<file path="config.mk">
export PLATFORM = sky130hd
export DESIGN_NAME = http_response_header_parser_unit
export DESIGN_NICKNAME = d
export VERILOG_FILES = /design/src/sv/hrhp_pkg.sv /design/src/sv/hrhp_num_acc.sv /design/src/sv/hrhp_name_match.sv /design/src/sv/http_response_header_parser_unit.sv
export SDC_FILE = /design/constraint.sdc
export NUM_CORES = 1
export LEC_CHECK = 0
export BUFFER_PORTS_ARGS = -buffer_cell sky130_fd_sc_hd__buf_2
export CORE_AREA = 2 2 176 178
export DETAILED_ROUTE_END_ITERATION = 6
export DIE_AREA = 0 0 178 180
export HOLD_SLACK_MARGIN = 0.12
export PLACE_DENSITY = 0.59
export SLEW_MARGIN = 20
export SYNTH_ARGS = -nofsm -noshare
export SYNTH_HDL_FRONTEND = slang
export SYNTH_SLANG_ARGS = --single-unit
</file>
<file path="constraint.sdc">
create_clock -name clk -period 8.7 [get_ports clk]
set_clock_uncertainty 0.1 [all_clocks]
set_input_delay 0.435 -clock clk [delete_from_list [all_inputs] [get_ports clk]]
set_output_delay 0.435 -clock clk [all_outputs]
set_load 0.005 [all_outputs]
</file>
<file path="src/sv/hrhp_pkg.sv">
// Shared types, constants and character tables of the HTTP response header parser.
// Depends on nothing; every other file refers to it by scoped names.
package hrhp_pkg;

  // Width of the content-length accumulator; values saturate at 2^LENGTH_BITS-1.
  localparam int LENGTH_BITS = 32;
  localparam int ACC_EXT_W   = LENGTH_BITS + 4;

  typedef enum logic [3:0] {
    PH_VERSION  = 4'd0,
    PH_STATUS   = 4'd1,
    PH_HEADERS  = 4'd2,
    PH_NAME     = 4'd3,
    PH_LENGTH   = 4'd4,
    PH_TYPE     = 4'd5,
    PH_ENCODING = 4'd6,
    PH_LINEEND  = 4'd7,
    PH_DONE     = 4'd8,
    PH_ERROR    = 4'd9
  } phase_t;

  // Line-end tracker codes
  localparam logic [2:0] SEQ_IDLE   = 3'd0;
  localparam logic [2:0] SEQ_CR     = 3'd1;
  localparam logic [2:0] SEQ_CRLF   = 3'd2;
  localparam logic [2:0] SEQ_CRLFCR = 3'd3;
  localparam logic [2:0] SEQ_END    = 3'd4;
  localparam logic [2:0] SEQ_BROKEN = 3'd7;

  // Characters
  localparam logic [7:0] CH_SP      = 8'h20;
  localparam logic [7:0] CH_CR      = 8'h0D;
  localparam logic [7:0] CH_LF      = 8'h0A;
  localparam logic [7:0] CH_COLON   = 8'h3A;
  localparam logic [7:0] CH_ZERO    = 8'h30;
  localparam logic [7:0] CH_NINE    = 8'h39;
  localparam logic [7:0] CH_UPPER_A = 8'h41;
  localparam logic [7:0] CH_UPPER_Z = 8'h5A;
  localparam logic [7:0] CH_LOWER_C = 8'h63;
  localparam logic [7:0] CH_LOWER_T = 8'h74;
  localparam logic [7:0] CASE_BIT   = 8'h20;

  // Header names, index order is the bit order of the alive mask
  localparam int NUM_HDR = 3;
  localparam logic [1:0] HDR_LENGTH   = 2'd0;
  localparam logic [1:0] HDR_TYPE     = 2'd1;
  localparam logic [1:0] HDR_ENCODING = 2'd2;

  localparam int HDR_LEN_LENGTH   = 14;
  localparam int HDR_LEN_TYPE     = 12;
  localparam int HDR_LEN_ENCODING = 17;

  localparam logic [8*HDR_LEN_LENGTH-1:0]   STR_LENGTH   = "content-length";
  localparam logic [8*HDR_LEN_TYPE-1:0]     STR_TYPE     = "content-type";
  localparam logic [8*HDR_LEN_ENCODING-1:0] STR_ENCODING = "transfer-encoding";

  localparam int WORD_LEN = 7;
  localparam logic [8*WORD_LEN-1:0] STR_CHUNKED = "chunked";

  localparam logic [15:0] STATUS_MAX = 16'hFFFF;
  localparam logic [LENGTH_BITS-1:0] LENGTH_MAX = {LENGTH_BITS{1'b1}};

  typedef struct packed {
    logic [4:0]         count;
    logic [NUM_HDR-1:0] alive;
  } name_state_t;

  function automatic logic [4:0] hdr_len(input logic [1:0] k);
    logic [4:0] n;
    case (k)
      HDR_LENGTH:   n = 5'(HDR_LEN_LENGTH);
      HDR_TYPE:     n = 5'(HDR_LEN_TYPE);
      HDR_ENCODING: n = 5'(HDR_LEN_ENCODING);
      default:      n = 5'd0;
    endcase
    return n;
  endfunction

  // Character of header name k at position pos; zero beyond the name.
  function automatic logic [7:0] hdr_char(input logic [1:0] k, input logic [4:0] pos);
    logic [7:0] c;
    c = 8'h00;
    case (k)
      HDR_LENGTH: begin
        if (pos < 5'(HDR_LEN_LENGTH))
          c = STR_LENGTH[8*(HDR_LEN_LENGTH-1-int'(pos)) +: 8];
      end
      HDR_TYPE: begin
        if (pos < 5'(HDR_LEN_TYPE))
          c = STR_TYPE[8*(HDR_LEN_TYPE-1-int'(pos)) +: 8];
      end
      HDR_ENCODING: begin
        if (pos < 5'(HDR_LEN_ENCODING))
          c = STR_ENCODING[8*(HDR_LEN_ENCODING-1-int'(pos)) +: 8];
      end
      default: c = 8'h00;
    endcase
    return c;
  endfunction

  function automatic logic [7:0] chunk_char(input logic [2:0] pos);
    logic [7:0] c;
    c = 8'h00;
    if (pos < 3'(WORD_LEN))
      c = STR_CHUNKED[8*(WORD_LEN-1-int'(pos)) +: 8];
    return c;
  endfunction

endpackage

</file>
<file path="src/sv/hrhp_num_acc.sv">
// Saturating decimal accumulator step: acc*10 + digit, clamped to a selected limit.
// Depends on hrhp_pkg.
module hrhp_num_acc (
  input  logic [7:0]                      byte_lc,
  input  logic                            sel_length,
  input  logic [hrhp_pkg::LENGTH_BITS-1:0] acc,
  input  logic                            stopped,
  output logic [hrhp_pkg::LENGTH_BITS-1:0] acc_nxt,
  output logic                            stopped_nxt
);

  logic                            is_digit;
  logic [hrhp_pkg::ACC_EXT_W-1:0] acc_ext;
  logic [hrhp_pkg::ACC_EXT_W-1:0] sum;
  logic [hrhp_pkg::ACC_EXT_W-1:0] limit;

  assign is_digit = (byte_lc >= hrhp_pkg::CH_ZERO) && (byte_lc <= hrhp_pkg::CH_NINE);
  assign acc_ext  = hrhp_pkg::ACC_EXT_W'(acc);
  // acc*10 as shift-and-add, then the digit value
  assign sum      = (acc_ext << 3) + (acc_ext << 1)
                  + hrhp_pkg::ACC_EXT_W'(byte_lc - hrhp_pkg::CH_ZERO);
  assign limit    = sel_length ? hrhp_pkg::ACC_EXT_W'(hrhp_pkg::LENGTH_MAX)
                               : hrhp_pkg::ACC_EXT_W'(hrhp_pkg::STATUS_MAX);

  always_comb begin
    acc_nxt     = acc;
    stopped_nxt = stopped;
    if (!stopped) begin
      if (!is_digit) begin
        stopped_nxt = 1'b1;
      end else if (sum > limit) begin
        acc_nxt = limit[hrhp_pkg::LENGTH_BITS-1:0];
      end else begin
        acc_nxt = sum[hrhp_pkg::LENGTH_BITS-1:0];
      end
    end
  end

endmodule

</file>
<file path="src/sv/hrhp_name_match.sv">
// Header-name matcher: start, per-byte narrowing and final selection on the colon.
// Depends on hrhp_pkg.
module hrhp_name_match (
  input  logic [7:0]                  byte_lc,
  input  hrhp_pkg::name_state_t       cur,
  output hrhp_pkg::name_state_t       start_st,
  output hrhp_pkg::name_state_t       step_st,
  output hrhp_pkg::phase_t            hit_phase
);

  always_comb begin
    start_st.count = 5'd1;
    start_st.alive = '0;
    step_st.count  = (cur.count != 5'd31) ? cur.count + 5'd1 : cur.count;
    step_st.alive  = cur.alive;
    for (int k = 0; k < hrhp_pkg::NUM_HDR; k++) begin
      if (hrhp_pkg::hdr_char(2'(k), 5'd0) == byte_lc)
        start_st.alive[k] = 1'b1;
      // drop a candidate on a mismatch or once past its length
      if (!((cur.count < hrhp_pkg::hdr_len(2'(k)))
            && (hrhp_pkg::hdr_char(2'(k), cur.count) == byte_lc)))
        step_st.alive[k] = 1'b0;
    end
  end

  always_comb begin
    if (cur.alive[hrhp_pkg::HDR_LENGTH]
        && cur.count == hrhp_pkg::hdr_len(hrhp_pkg::HDR_LENGTH))
      hit_phase = hrhp_pkg::PH_LENGTH;
    else if (cur.alive[hrhp_pkg::HDR_TYPE]
        && cur.count == hrhp_pkg::hdr_len(hrhp_pkg::HDR_TYPE))
      hit_phase = hrhp_pkg::PH_TYPE;
    else if (cur.alive[hrhp_pkg::HDR_ENCODING]
        && cur.count == hrhp_pkg::hdr_len(hrhp_pkg::HDR_ENCODING))
      hit_phase = hrhp_pkg::PH_ENCODING;
    else
      hit_phase = hrhp_pkg::PH_HEADERS;
  end

endmodule

</file>
<file path="src/sv/http_response_header_parser_unit.sv">
// Top level of the HTTP response header parser: input register, phase machine, result register.
// Depends on hrhp_pkg, hrhp_num_acc and hrhp_name_match.
//
//   channel | direction | handshake            | payload
//   --------+-----------+----------------------+-----------------------------------------
//   in      | input     | in_valid / in_ready  | in_byte_in
//   out     | output    | out_valid/ out_ready | out_phase, out_done_res, out_error,
//           |           |                      | out_status_value, out_content_length,
//           |           |                      | out_chunked, out_media_*
//
// One item per cycle sustained while out_ready stays high; an accepted item passes the
// input register, then its result is written to the result register, from which it is
// taken. The combinational phase machine and its decimal multiply-add step sit between
// the two registers.
// Reset (rst_n low, synchronous) returns the parser to the version phase and
// empties both registers. When out_ready is low the result holds and one more item
// is taken into the input register; after that in_ready drops until the result
// is taken.
module http_response_header_parser_unit (
  input  logic        clk,
  input  logic        rst_n,
  input  logic        in_valid,
  output logic        in_ready,
  input  logic [7:0]  in_byte_in,
  output logic        out_valid,
  input  logic        out_ready,
  output logic [3:0]  out_phase,
  output logic        out_done_res,
  output logic        out_error,
  output logic [15:0] out_status_value,
  output logic [31:0] out_content_length,
  output logic        out_chunked,
  output logic        out_media_valid,
  output logic [7:0]  out_media_char,
  output logic        out_media_end
);

  // Input stage
  logic [7:0] byte_r;
  logic       byte_vld_r;
  logic       adv;

  // Parser state
  hrhp_pkg::phase_t                 phase_r, phase_nxt;
  hrhp_pkg::name_state_t            name_r, name_nxt;
  logic [hrhp_pkg::LENGTH_BITS-1:0] acc_r, acc_nxt;
  logic                             stop_r, stop_nxt;
  logic [2:0]                       wpos_r, wpos_nxt;
  logic [2:0]                       seq_r, seq_nxt;
  logic [15:0]                      status_r, status_nxt;
  logic [hrhp_pkg::LENGTH_BITS-1:0] length_r, length_nxt;
  logic                             chunked_r, chunked_nxt;

  // Result register
  logic       out_valid_r;
  logic [3:0] out_phase_r;
  logic       out_done_r;
  logic       out_error_r;
  logic [15:0] out_status_r;
  logic [31:0] out_length_r;
  logic       out_chunked_r;
  logic       out_mvalid_r;
  logic [7:0] out_mchar_r;
  logic       out_mend_r;

  // Per-byte combinational results
  logic [7:0]                       b;
  logic                             err;
  logic                             mvalid;
  logic [7:0]                       mchar;
  logic                             mend;
  logic                             clr;
  logic [hrhp_pkg::LENGTH_BITS-1:0] dig_acc;
  logic                             dig_stop;
  hrhp_pkg::name_state_t            nm_start, nm_step;
  hrhp_pkg::phase_t                 nm_hit;

  // Advance the input stage into the result register when the result slot frees up
  assign adv      = byte_vld_r && (!out_valid_r || out_ready);
  assign in_ready = !byte_vld_r || !out_valid_r || out_ready;

  // Lowercase A..Z
  always_comb begin
    b = byte_r;
    if (byte_r inside {[hrhp_pkg::CH_UPPER_A:hrhp_pkg::CH_UPPER_Z]})
      b = byte_r | hrhp_pkg::CASE_BIT;
  end

  hrhp_num_acc u_num_acc (
    .byte_lc     (b),
    .sel_length  (phase_r == hrhp_pkg::PH_LENGTH),
    .acc         (acc_r),
    .stopped     (stop_r),
    .acc_nxt     (dig_acc),
    .stopped_nxt (dig_stop)
  );

  hrhp_name_match u_name_match (
    .byte_lc   (b),
    .cur       (name_r),
    .start_st  (nm_start),
    .step_st   (nm_step),
    .hit_phase (nm_hit)
  );

  // Phase machine: next state and per-item outputs
  always_comb begin
    phase_nxt   = phase_r;
    name_nxt    = name_r;
    acc_nxt     = acc_r;
    stop_nxt    = stop_r;
    wpos_nxt    = wpos_r;
    seq_nxt     = seq_r;
    status_nxt  = status_r;
    length_nxt  = length_r;
    chunked_nxt = chunked_r;
    err         = 1'b0;
    mvalid      = 1'b0;
    mchar       = 8'h00;
    mend        = 1'b0;
    clr         = 1'b0;

    case (phase_r)
      hrhp_pkg::PH_VERSION: begin
        if (b == hrhp_pkg::CH_SP) begin
          clr       = 1'b1;
          phase_nxt = hrhp_pkg::PH_STATUS;
        end
      end
      hrhp_pkg::PH_STATUS: begin
        if (b == hrhp_pkg::CH_SP) begin
          // accumulator is already clamped to the status limit
          status_nxt = acc_r[15:0];
          clr        = 1'b1;
          phase_nxt  = hrhp_pkg::PH_HEADERS;
        end else begin
          acc_nxt  = dig_acc;
          stop_nxt = dig_stop;
        end
      end
      hrhp_pkg::PH_HEADERS: begin
        if (b == hrhp_pkg::CH_CR) begin
          seq_nxt   = hrhp_pkg::SEQ_CR;
          phase_nxt = hrhp_pkg::PH_LINEEND;
        end
      end
      hrhp_pkg::PH_LINEEND: begin
        if (b == hrhp_pkg::CH_LF) begin
          if (seq_r == hrhp_pkg::SEQ_CRLFCR) begin
            seq_nxt   = hrhp_pkg::SEQ_END;
            phase_nxt = hrhp_pkg::PH_DONE;
          end else begin
            seq_nxt = (seq_r == hrhp_pkg::SEQ_CR) ? hrhp_pkg::SEQ_CRLF : hrhp_pkg::SEQ_BROKEN;
          end
        end else if (b == hrhp_pkg::CH_CR) begin
          seq_nxt = (seq_r == hrhp_pkg::SEQ_CRLF) ? hrhp_pkg::SEQ_CRLFCR : hrhp_pkg::SEQ_BROKEN;
        end else if (b == hrhp_pkg::CH_LOWER_T || b == hrhp_pkg::CH_LOWER_C) begin
          name_nxt  = nm_start;
          phase_nxt = hrhp_pkg::PH_NAME;
        end else begin
          phase_nxt = hrhp_pkg::PH_HEADERS;
        end
      end
      hrhp_pkg::PH_NAME: begin
        if (b == hrhp_pkg::CH_COLON) begin
          clr       = 1'b1;
          phase_nxt = nm_hit;
        end else begin
          name_nxt = nm_step;
        end
      end
      hrhp_pkg::PH_LENGTH: begin
        if (b == hrhp_pkg::CH_CR) begin
          length_nxt = acc_r;
          clr        = 1'b1;
          seq_nxt    = hrhp_pkg::SEQ_CR;
          phase_nxt  = hrhp_pkg::PH_LINEEND;
        end else if (b != hrhp_pkg::CH_SP) begin
          acc_nxt  = dig_acc;
          stop_nxt = dig_stop;
        end
      end
      hrhp_pkg::PH_TYPE: begin
        if (b == hrhp_pkg::CH_CR) begin
          mend      = 1'b1;
          seq_nxt   = hrhp_pkg::SEQ_CR;
          phase_nxt = hrhp_pkg::PH_LINEEND;
        end else if (b != hrhp_pkg::CH_SP) begin
          mvalid = 1'b1;
          mchar  = b;
        end
      end
      hrhp_pkg::PH_ENCODING: begin
        if (b == hrhp_pkg::CH_CR) begin
          if (wpos_r >= 3'(hrhp_pkg::WORD_LEN))
            chunked_nxt = 1'b1;
          clr       = 1'b1;
          seq_nxt   = hrhp_pkg::SEQ_CR;
          phase_nxt = hrhp_pkg::PH_LINEEND;
        end else if (b != hrhp_pkg::CH_SP) begin
          // scan for the word; a 'c' restarts the match
          if (wpos_r < 3'(hrhp_pkg::WORD_LEN)) begin
            if (hrhp_pkg::chunk_char(wpos_r) == b)
              wpos_nxt = wpos_r + 3'd1;
            else
              wpos_nxt = (b == hrhp_pkg::CH_LOWER_C) ? 3'd1 : 3'd0;
          end
        end
      end
      default: begin
        // done, error, or any unused code: every further byte is an error
        err       = 1'b1;
        phase_nxt = hrhp_pkg::PH_ERROR;
      end
    endcase

    if (clr) begin
      acc_nxt  = '0;
      stop_nxt = 1'b0;
      wpos_nxt = 3'd0;
    end
  end

  // Input register
  always_ff @(posedge clk) begin
    if (!rst_n) begin
      byte_vld_r <= 1'b0;
    end else if (in_ready) begin
      byte_vld_r <= in_valid;
    end
  end

  always_ff @(posedge clk) begin
    if (in_valid && in_ready) begin
      byte_r <= in_byte_in;
    end
  end

  // Parser state: advance once per item
  always_ff @(posedge clk) begin
    if (!rst_n) begin
      phase_r       <= hrhp_pkg::PH_VERSION;
      name_r.count  <= 5'd0;
      name_r.alive  <= '1;
      acc_r         <= '0;
      stop_r        <= 1'b0;
      wpos_r        <= 3'd0;
      seq_r         <= hrhp_pkg::SEQ_IDLE;
      status_r      <= 16'd0;
      length_r      <= '0;
      chunked_r     <= 1'b0;
    end else if (adv) begin
      phase_r   <= phase_nxt;
      name_r    <= name_nxt;
      acc_r     <= acc_nxt;
      stop_r    <= stop_nxt;
      wpos_r    <= wpos_nxt;
      seq_r     <= seq_nxt;
      status_r  <= status_nxt;
      length_r  <= length_nxt;
      chunked_r <= chunked_nxt;
    end
  end

  // Result register
  always_ff @(posedge clk) begin
    if (!rst_n) begin
      out_valid_r <= 1'b0;
    end else if (adv) begin
      out_valid_r <= 1'b1;
    end else if (out_ready) begin
      out_valid_r <= 1'b0;
    end
  end

  always_ff @(posedge clk) begin
    if (adv) begin
      out_phase_r   <= phase_nxt;
      out_done_r    <= (phase_nxt >= hrhp_pkg::PH_DONE);
      out_error_r   <= err;
      out_status_r  <= status_nxt;
      out_length_r  <= 32'(length_nxt);
      out_chunked_r <= chunked_nxt;
      out_mvalid_r  <= mvalid;
      out_mchar_r   <= mchar;
      out_mend_r    <= mend;
    end
  end

  assign out_valid          = out_valid_r;
  assign out_phase          = out_phase_r;
  assign out_done_res       = out_done_r;
  assign out_error          = out_error_r;
  assign out_status_value   = out_status_r;
  assign out_content_length = out_length_r;
  assign out_chunked        = out_chunked_r;
  assign out_media_valid    = out_mvalid_r;
  assign out_media_char     = out_mchar_r;
  assign out_media_end      = out_mend_r;

endmodule

</file>
==> flow_summary.toml, run 1 <==
[timing]
period_needed_ps = 7850
relSlewSlack_pct = 29.0
hold_slack_ps = 200
final_hold_viol_count = 0
setup-violations-final = 0
fmax_mhz = 127
slew_viol_final = 0
period_share_pct = 90.2
fin_ws_ps = 854
rsz0062_at_grt = "false"
setup_tns_ps = 0
tightest_slew_ps = 1060

[cells_and_area]
final_cell_mix = "nand2_1 (191), a21oi_1 (114), dfxtp_1 (102), buf_2 (78), edfxtp_1 (72)"
regArea_sq_um = 4200
multi_input_area_sq_um = 7210
fillCellCount = 2964
area_growth_pct = 11.5
final_common_cell = "nand2_1"
fin_util_pct = 43.8
layout-drive-gt1-share_pct = 15.3
finalNetCount = 1459
diodes = 0

[power_and_ir_drop]
ir_worst_vdd_uv = 138
power_density_nw_per_um2 = 136
p_leak_nw = 5.29

[setup_path]
crit_path_end_kind = "register"
critPathRequiredTime_ps = 8920
r2r_cells = 27
setup.worst_path.class = "reg2reg"
worstPathMaxFanout = 20
arrival_ps = 8070
reg2reg_from = "byte_r[4]"
regToRegSetupSlack_ps = 850
crit_path_start_kind = "register"
cp-startpoint = "byte_r[4]"
r2r_end = "acc_r[16]"
crit_end = "acc_r[16]"

[min_path]
hold_class = "in2reg"

[die]
io_pins = 79
die_area_sq_um = 32000
die_h_um = 180
die_w_um = 178
coreArea_sq_um = 30200
fp-row-count = 64
start_util_pct = 39.3

[synth]
synth_cell_types = 83
seq_area_frac_synth_pct = 35.5
synth_ff_type = "dfxtp_1"
synth_nets = 1419
synth_edf_count = 72
ys_seq_elements = 174
ys_warn_count = 0
async_flop_share_pct = 0
synth_area_per_cell_sq_um = 9.06
syn_inst = 1309
syn_area_sq_um = 11900

[grt]
grt.total_usage_pct = 20.0
antenna_found_initial = 0
grt_pass1_wl_um = 51100
first_global_vias = 9314
gr-total-overflow = 0
grt_max_degree = 87

[routing]
drtIter0Drc = 817
drt_wl_total_um = 31600
drc = 0
final_antenna_net_count = 0
wl_per_cell_um = 18.0
first_pass_iters = 5
avgViaCountPerCell = 5.74
via_count = 10100

[cts]
cts_tree = "built"
cts_buffer_depth = 2
worstSkewPairLatency_ps = 440
htreeDepth = 4
clk_pin_slew_worst_paths_ps = 70
cts-buffers-inserted = 17
cts_sinks = 174
clock-root-buffer = "clkbuf_16"

[run]
drv_cap = 0

[place]
io_buffers = 78
dp_hpwl_um = 23200
gp_congestion = 0.930
pre_cts_ws_ps = 945

[status]
status = "complete, no violations"
flip-flops by register name, summed over array words and instances, names as in the netlist, 3 cells and up:
| register | flops |
|---|---|
| byte_r | 8 |
| out_media_char | 8 |
| seq_r | 3 |
| out_phase | 4 |
| name_r | 8 |
| out_content_length | 32 |
| acc_r | 32 |
| wpos_r | 3 |
| out_status_value | 16 |
| status_r | 16 |
| phase_r | 4 |
| length_r | 32 |
metal layers:
metal,global-route usage (%),vias up,routed length [um]
li1,-,4884,-
met1,30.8,4915,16100
met2,29.8,260,13900
met3,2.47,19,1290
met4,4.10,0,306
met5,0,-,0
what timing repair did:
action / in CTS / in global routing
setup buffers: 0 / 0
gates resized for setup: 0 / 0
hold buffers: 9 / 0
endpoints found under the hold margin: 9 / 0
where the power goes:
group | internal [mW] | leakage (nW) | switching [mW] | total, mW
combinational | 0.0629 | 3.51 | 0.117 | 0.180
clock | 0.398 | 0.268 | 0.342 | 0.739
sequential | 0.863 | 1.52 | 0.0105 | 0.874
total | 1.32 | 5.29 | 0.469 | 1.79
kinds of logic after synthesis:
logic type | share of synthesized area [%]
AO/OA/AOI/OAI | 20.5
AND/OR/NAND/NOR | 19.2
adder cells (fa/ha/maj) | 12.3
XOR/XNOR | 3.57
multiplexers | 4.99
flip-flops | 35.5
buffers and inverters | 3.98
critical path, cell delays in order (launching register included):
cell	delay (ps)
edfxtp_1	360
buf_4	190
inv_1	240
nand3_1	120
a31o_2	350
ha_1	300
nor3_4	410
buf_4	410
fa_1	490
ha_1	400
nand2_1	130
nor3_1	270
o211ai_1	170
a31oi_1	370
o21ai_0	190
o21ai_0	280
xnor2_1	200
inv_1	80
ha_1	300
nand3_1	90
nor2_1	180
nand4_1	100
or4_1	430
nor4_2	160
a41o_2	260
nand3_4	110
or4_4	700
o311ai_0	320
layout make-up:
type                       instances  area share (%)
multi-input combinational       1013            54.5
sequential                       174            31.8
timing repair buffer             104            4.60
clock inverter                    14            1.02
clock buffer                      17            3.22
inverter                          39            1.13
tap                              396            3.75
worst min path at each step:
stage	startpoint	depth (start not counted)	slack, ps	endpoint
after CTS	rst_n	2	180	name_r[0]
after detailed placement	status_r[2]	2	350	status_r[2]
after floorplan	status_r[0]	2	330	status_r[0]
after global routing	rst_n	2	200	name_r[0]
after global placement	status_r[12]	2	340	status_r[12]
final	rst_n	2	200	name_r[0]
Yosys cell counts, types with 7 or more instances:
cell type | number | area [sq um]
nand2_1 | 191 | 717
a21oi_1 | 114 | 571
dfxtp_1 | 102 | 2040
clkbuf_1 | 73 | 274
edfxtp_1 | 72 | 2160
ha_1 | 67 | 838
nor2_1 | 65 | 244
o21ai_0 | 56 | 280
mux2_2 | 49 | 552
inv_1 | 38 | 143
fa_1 | 31 | 621
nand3_1 | 29 | 145
a21o_1 | 27 | 203
nor3_1 | 26 | 130
xnor2_1 | 26 | 228
and2_1 | 23 | 144
nand4_1 | 22 | 138
nor2b_1 | 22 | 138
o211ai_1 | 17 | 128
xor2_1 | 17 | 149
a31oi_1 | 16 | 100
nand2b_1 | 14 | 87.6
a211oi_1 | 13 | 97.6
o21a_1 | 13 | 97.6
nor4_1 | 12 | 75.1
a22oi_1 | 10 | 75.1
and3_1 | 10 | 62.6
nor3b_1 | 10 | 75.1
o311ai_2 | 10 | 163
or3_1 | 10 | 62.6
o311ai_0 | 7 | 61.3
per-stage QoR:
stage	instance area (sq um)	total power [mW]	instances
after floorplan	11900	1.01	1309
after global placement	12600	1.07	1717
after detailed placement	12600	1.07	1717
after CTS	13200	1.80	1757
after global routing	13200	1.85	1757
final	13200	1.79	1757
Note: power is estimated with default switching activity, not from simulation.
==> run 2, diff against run 1 <==
Settings changed: REMOVE_ABC_BUFFERS from default to 1.
==> run 2 against run 1 <==
Critical path depth is the same. Clock-buffer cell count increased by 2. Utilization grew 0.16 points. Via count fell by 0.89%. Sequential share of layout area down 0.12 points. Die area unchanged. Combinational power is 3% lower. Critical path type unchanged. Critical endpoint is now acc_r[18]. Largest power group unchanged. Highest routed layer unchanged.
==> flow_summary.toml, run 2 (same netlist as run 1, synthesis figures left out) <==
[cells_and_area]
multi_input_area_sq_um = 7200
finalNetCount = 1459
diodes = 0
final_cell_mix = "nand2_1 (191), a21oi_1 (114), dfxtp_1 (102), buf_2 (78), edfxtp_1 (72)"
final_common_cell = "nand2_1"
layout-drive-gt1-share_pct = 15.2
regArea_sq_um = 4200
area_growth_pct = 11.9
fillCellCount = 2936

[setup_path]
setup.worst_path.class = "reg2reg"
critPathRequiredTime_ps = 8920
r2r_cells = 27
crit_path_end_kind = "register"
worstPathMaxFanout = 20
arrival_ps = 8150
crit_path_start_kind = "register"
reg2reg_from = "byte_r[4]"
cp-startpoint = "byte_r[4]"

[grt]
antenna_found_initial = 0
first_global_vias = 9390
grt_pass1_wl_um = 49900
gr-total-overflow = 0
grt.total_usage_pct = 19.4
grt_max_degree = 68

[place]
gp_congestion = 0.919
pre_cts_ws_ps = 833
io_buffers = 78
dp_hpwl_um = 21800

[die]
start_util_pct = 39.3
die_w_um = 178
coreArea_sq_um = 30200
die_h_um = 180
die_area_sq_um = 32000
fp-row-count = 64
io_pins = 79

[cts]
htreeDepth = 4
cts_tree = "built"
cts-buffers-inserted = 17
clk_pin_slew_worst_paths_ps = 80
cts_resized = 0
cts_buffer_depth = 2
worstSkewPairLatency_ps = 450
clock-root-buffer = "clkbuf_16"
cts_sinks = 174

[timing]
rsz0062_at_grt = "false"
slew_viol_final = 0
setup-violations-final = 0
period_needed_ps = 7930
relSlewSlack_pct = 30.4
fin_ws_ps = 768
tightest_slew_ps = 1040
final_hold_viol_count = 0
fmax_mhz = 126
period_share_pct = 91.2
setup_tns_ps = 0
hold_slack_ps = 175

[min_path]
worstHoldStart = "rst_n"
hold_depth = 2
hold_class = "in2reg"

[status]
status = "complete, no violations"

[routing]
final_antenna_net_count = 0
wl_per_cell_um = 17.4
via_count = 9988
drc = 0
first_pass_iters = 7
drt_wl_total_um = 30500
avgViaCountPerCell = 5.68
drtIter0Drc = 632

[power_and_ir_drop]
p_leak_nw = 5.31
ir_worst_vdd_uv = 122
power_density_nw_per_um2 = 139

[run]
drv_cap = 0
run 2: cell types whose count changed in the layout (fill, tap and decap cells not counted), sizes merged:
cell,delta
clkinv,-2
clkbuf,+2
bufinv,+1
run 2: per-layer routing:
metal  vias to the layer above  track usage [%]  routed length, um
met5                         -                0                  0
met4                         0             6.03                571
met3                        44             2.96               1320
met2                       275             29.8              13800
met1                      4800             28.1              14800
li1                       4869                -                  -
run 2: worst paths after layout:
path         slack, ps     endpoint
min reg2reg        350  status_r[5]
max reg2reg        770    acc_r[18]
min                180    name_r[0]
max                770    acc_r[18]
run 2: worst max-delay path: stages, from the launching register on:
cell	delay (ps)
edfxtp_1	580
inv_1	310
nand3_1	120
a31o_2	350
ha_1	270
nor3_2	110
buf_4	360
fa_1	480
ha_1	420
a21oi_1	280
o221ai_1	250
nor2b_1	160
o21ai_0	140
a221o_1	420
o21ai_0	220
o21ai_0	140
xnor2_1	260
inv_1	70
ha_1	300
nand3_1	110
nor2_1	180
nand4_1	100
or4_1	420
nor4_2	180
a41o_2	270
nand3_4	110
or4_4	700
o311ai_0	370
run 2: power by group:
part	total [mW]	internal, mW	switching, mW
logic	0.175	0.0623	0.113
clock network	0.797	0.438	0.359
registers	0.874	0.863	0.0110
run 2: layout make-up:
cell class / instances / area share, %
Multi-Input combinational cell: 1013 / 54.2
Sequential cell: 174 / 31.7
Timing Repair Buffer: 104 / 4.73
Tap cell: 396 / 3.73
Clock buffer: 19 / 3.34
Clock inverter: 13 / 1.16
Inverter: 39 / 1.12
run 2: stage by stage:
| stage | power [mW] | std cells | cell area (sq um) | utilization [%] |
|---|---|---|---|---|
| global placement | 1.06 | 1716 | 12600 | 41.6 |
| floorplan | 1.00 | 1226 | 11500 | - |
| global route | 1.92 | 1758 | 13300 | 44.0 |
| finish | 1.85 | 1758 | 13300 | 44.0 |
| CTS | 1.86 | 1757 | 13200 | 43.9 |
| detailed placement | 1.06 | 1716 | 12600 | 41.6 |
run 2: what timing repair did:
item                      CTS  global route
buffers inserted            0             0
hold endpoints to repair    9             0
hold buffers                9             0
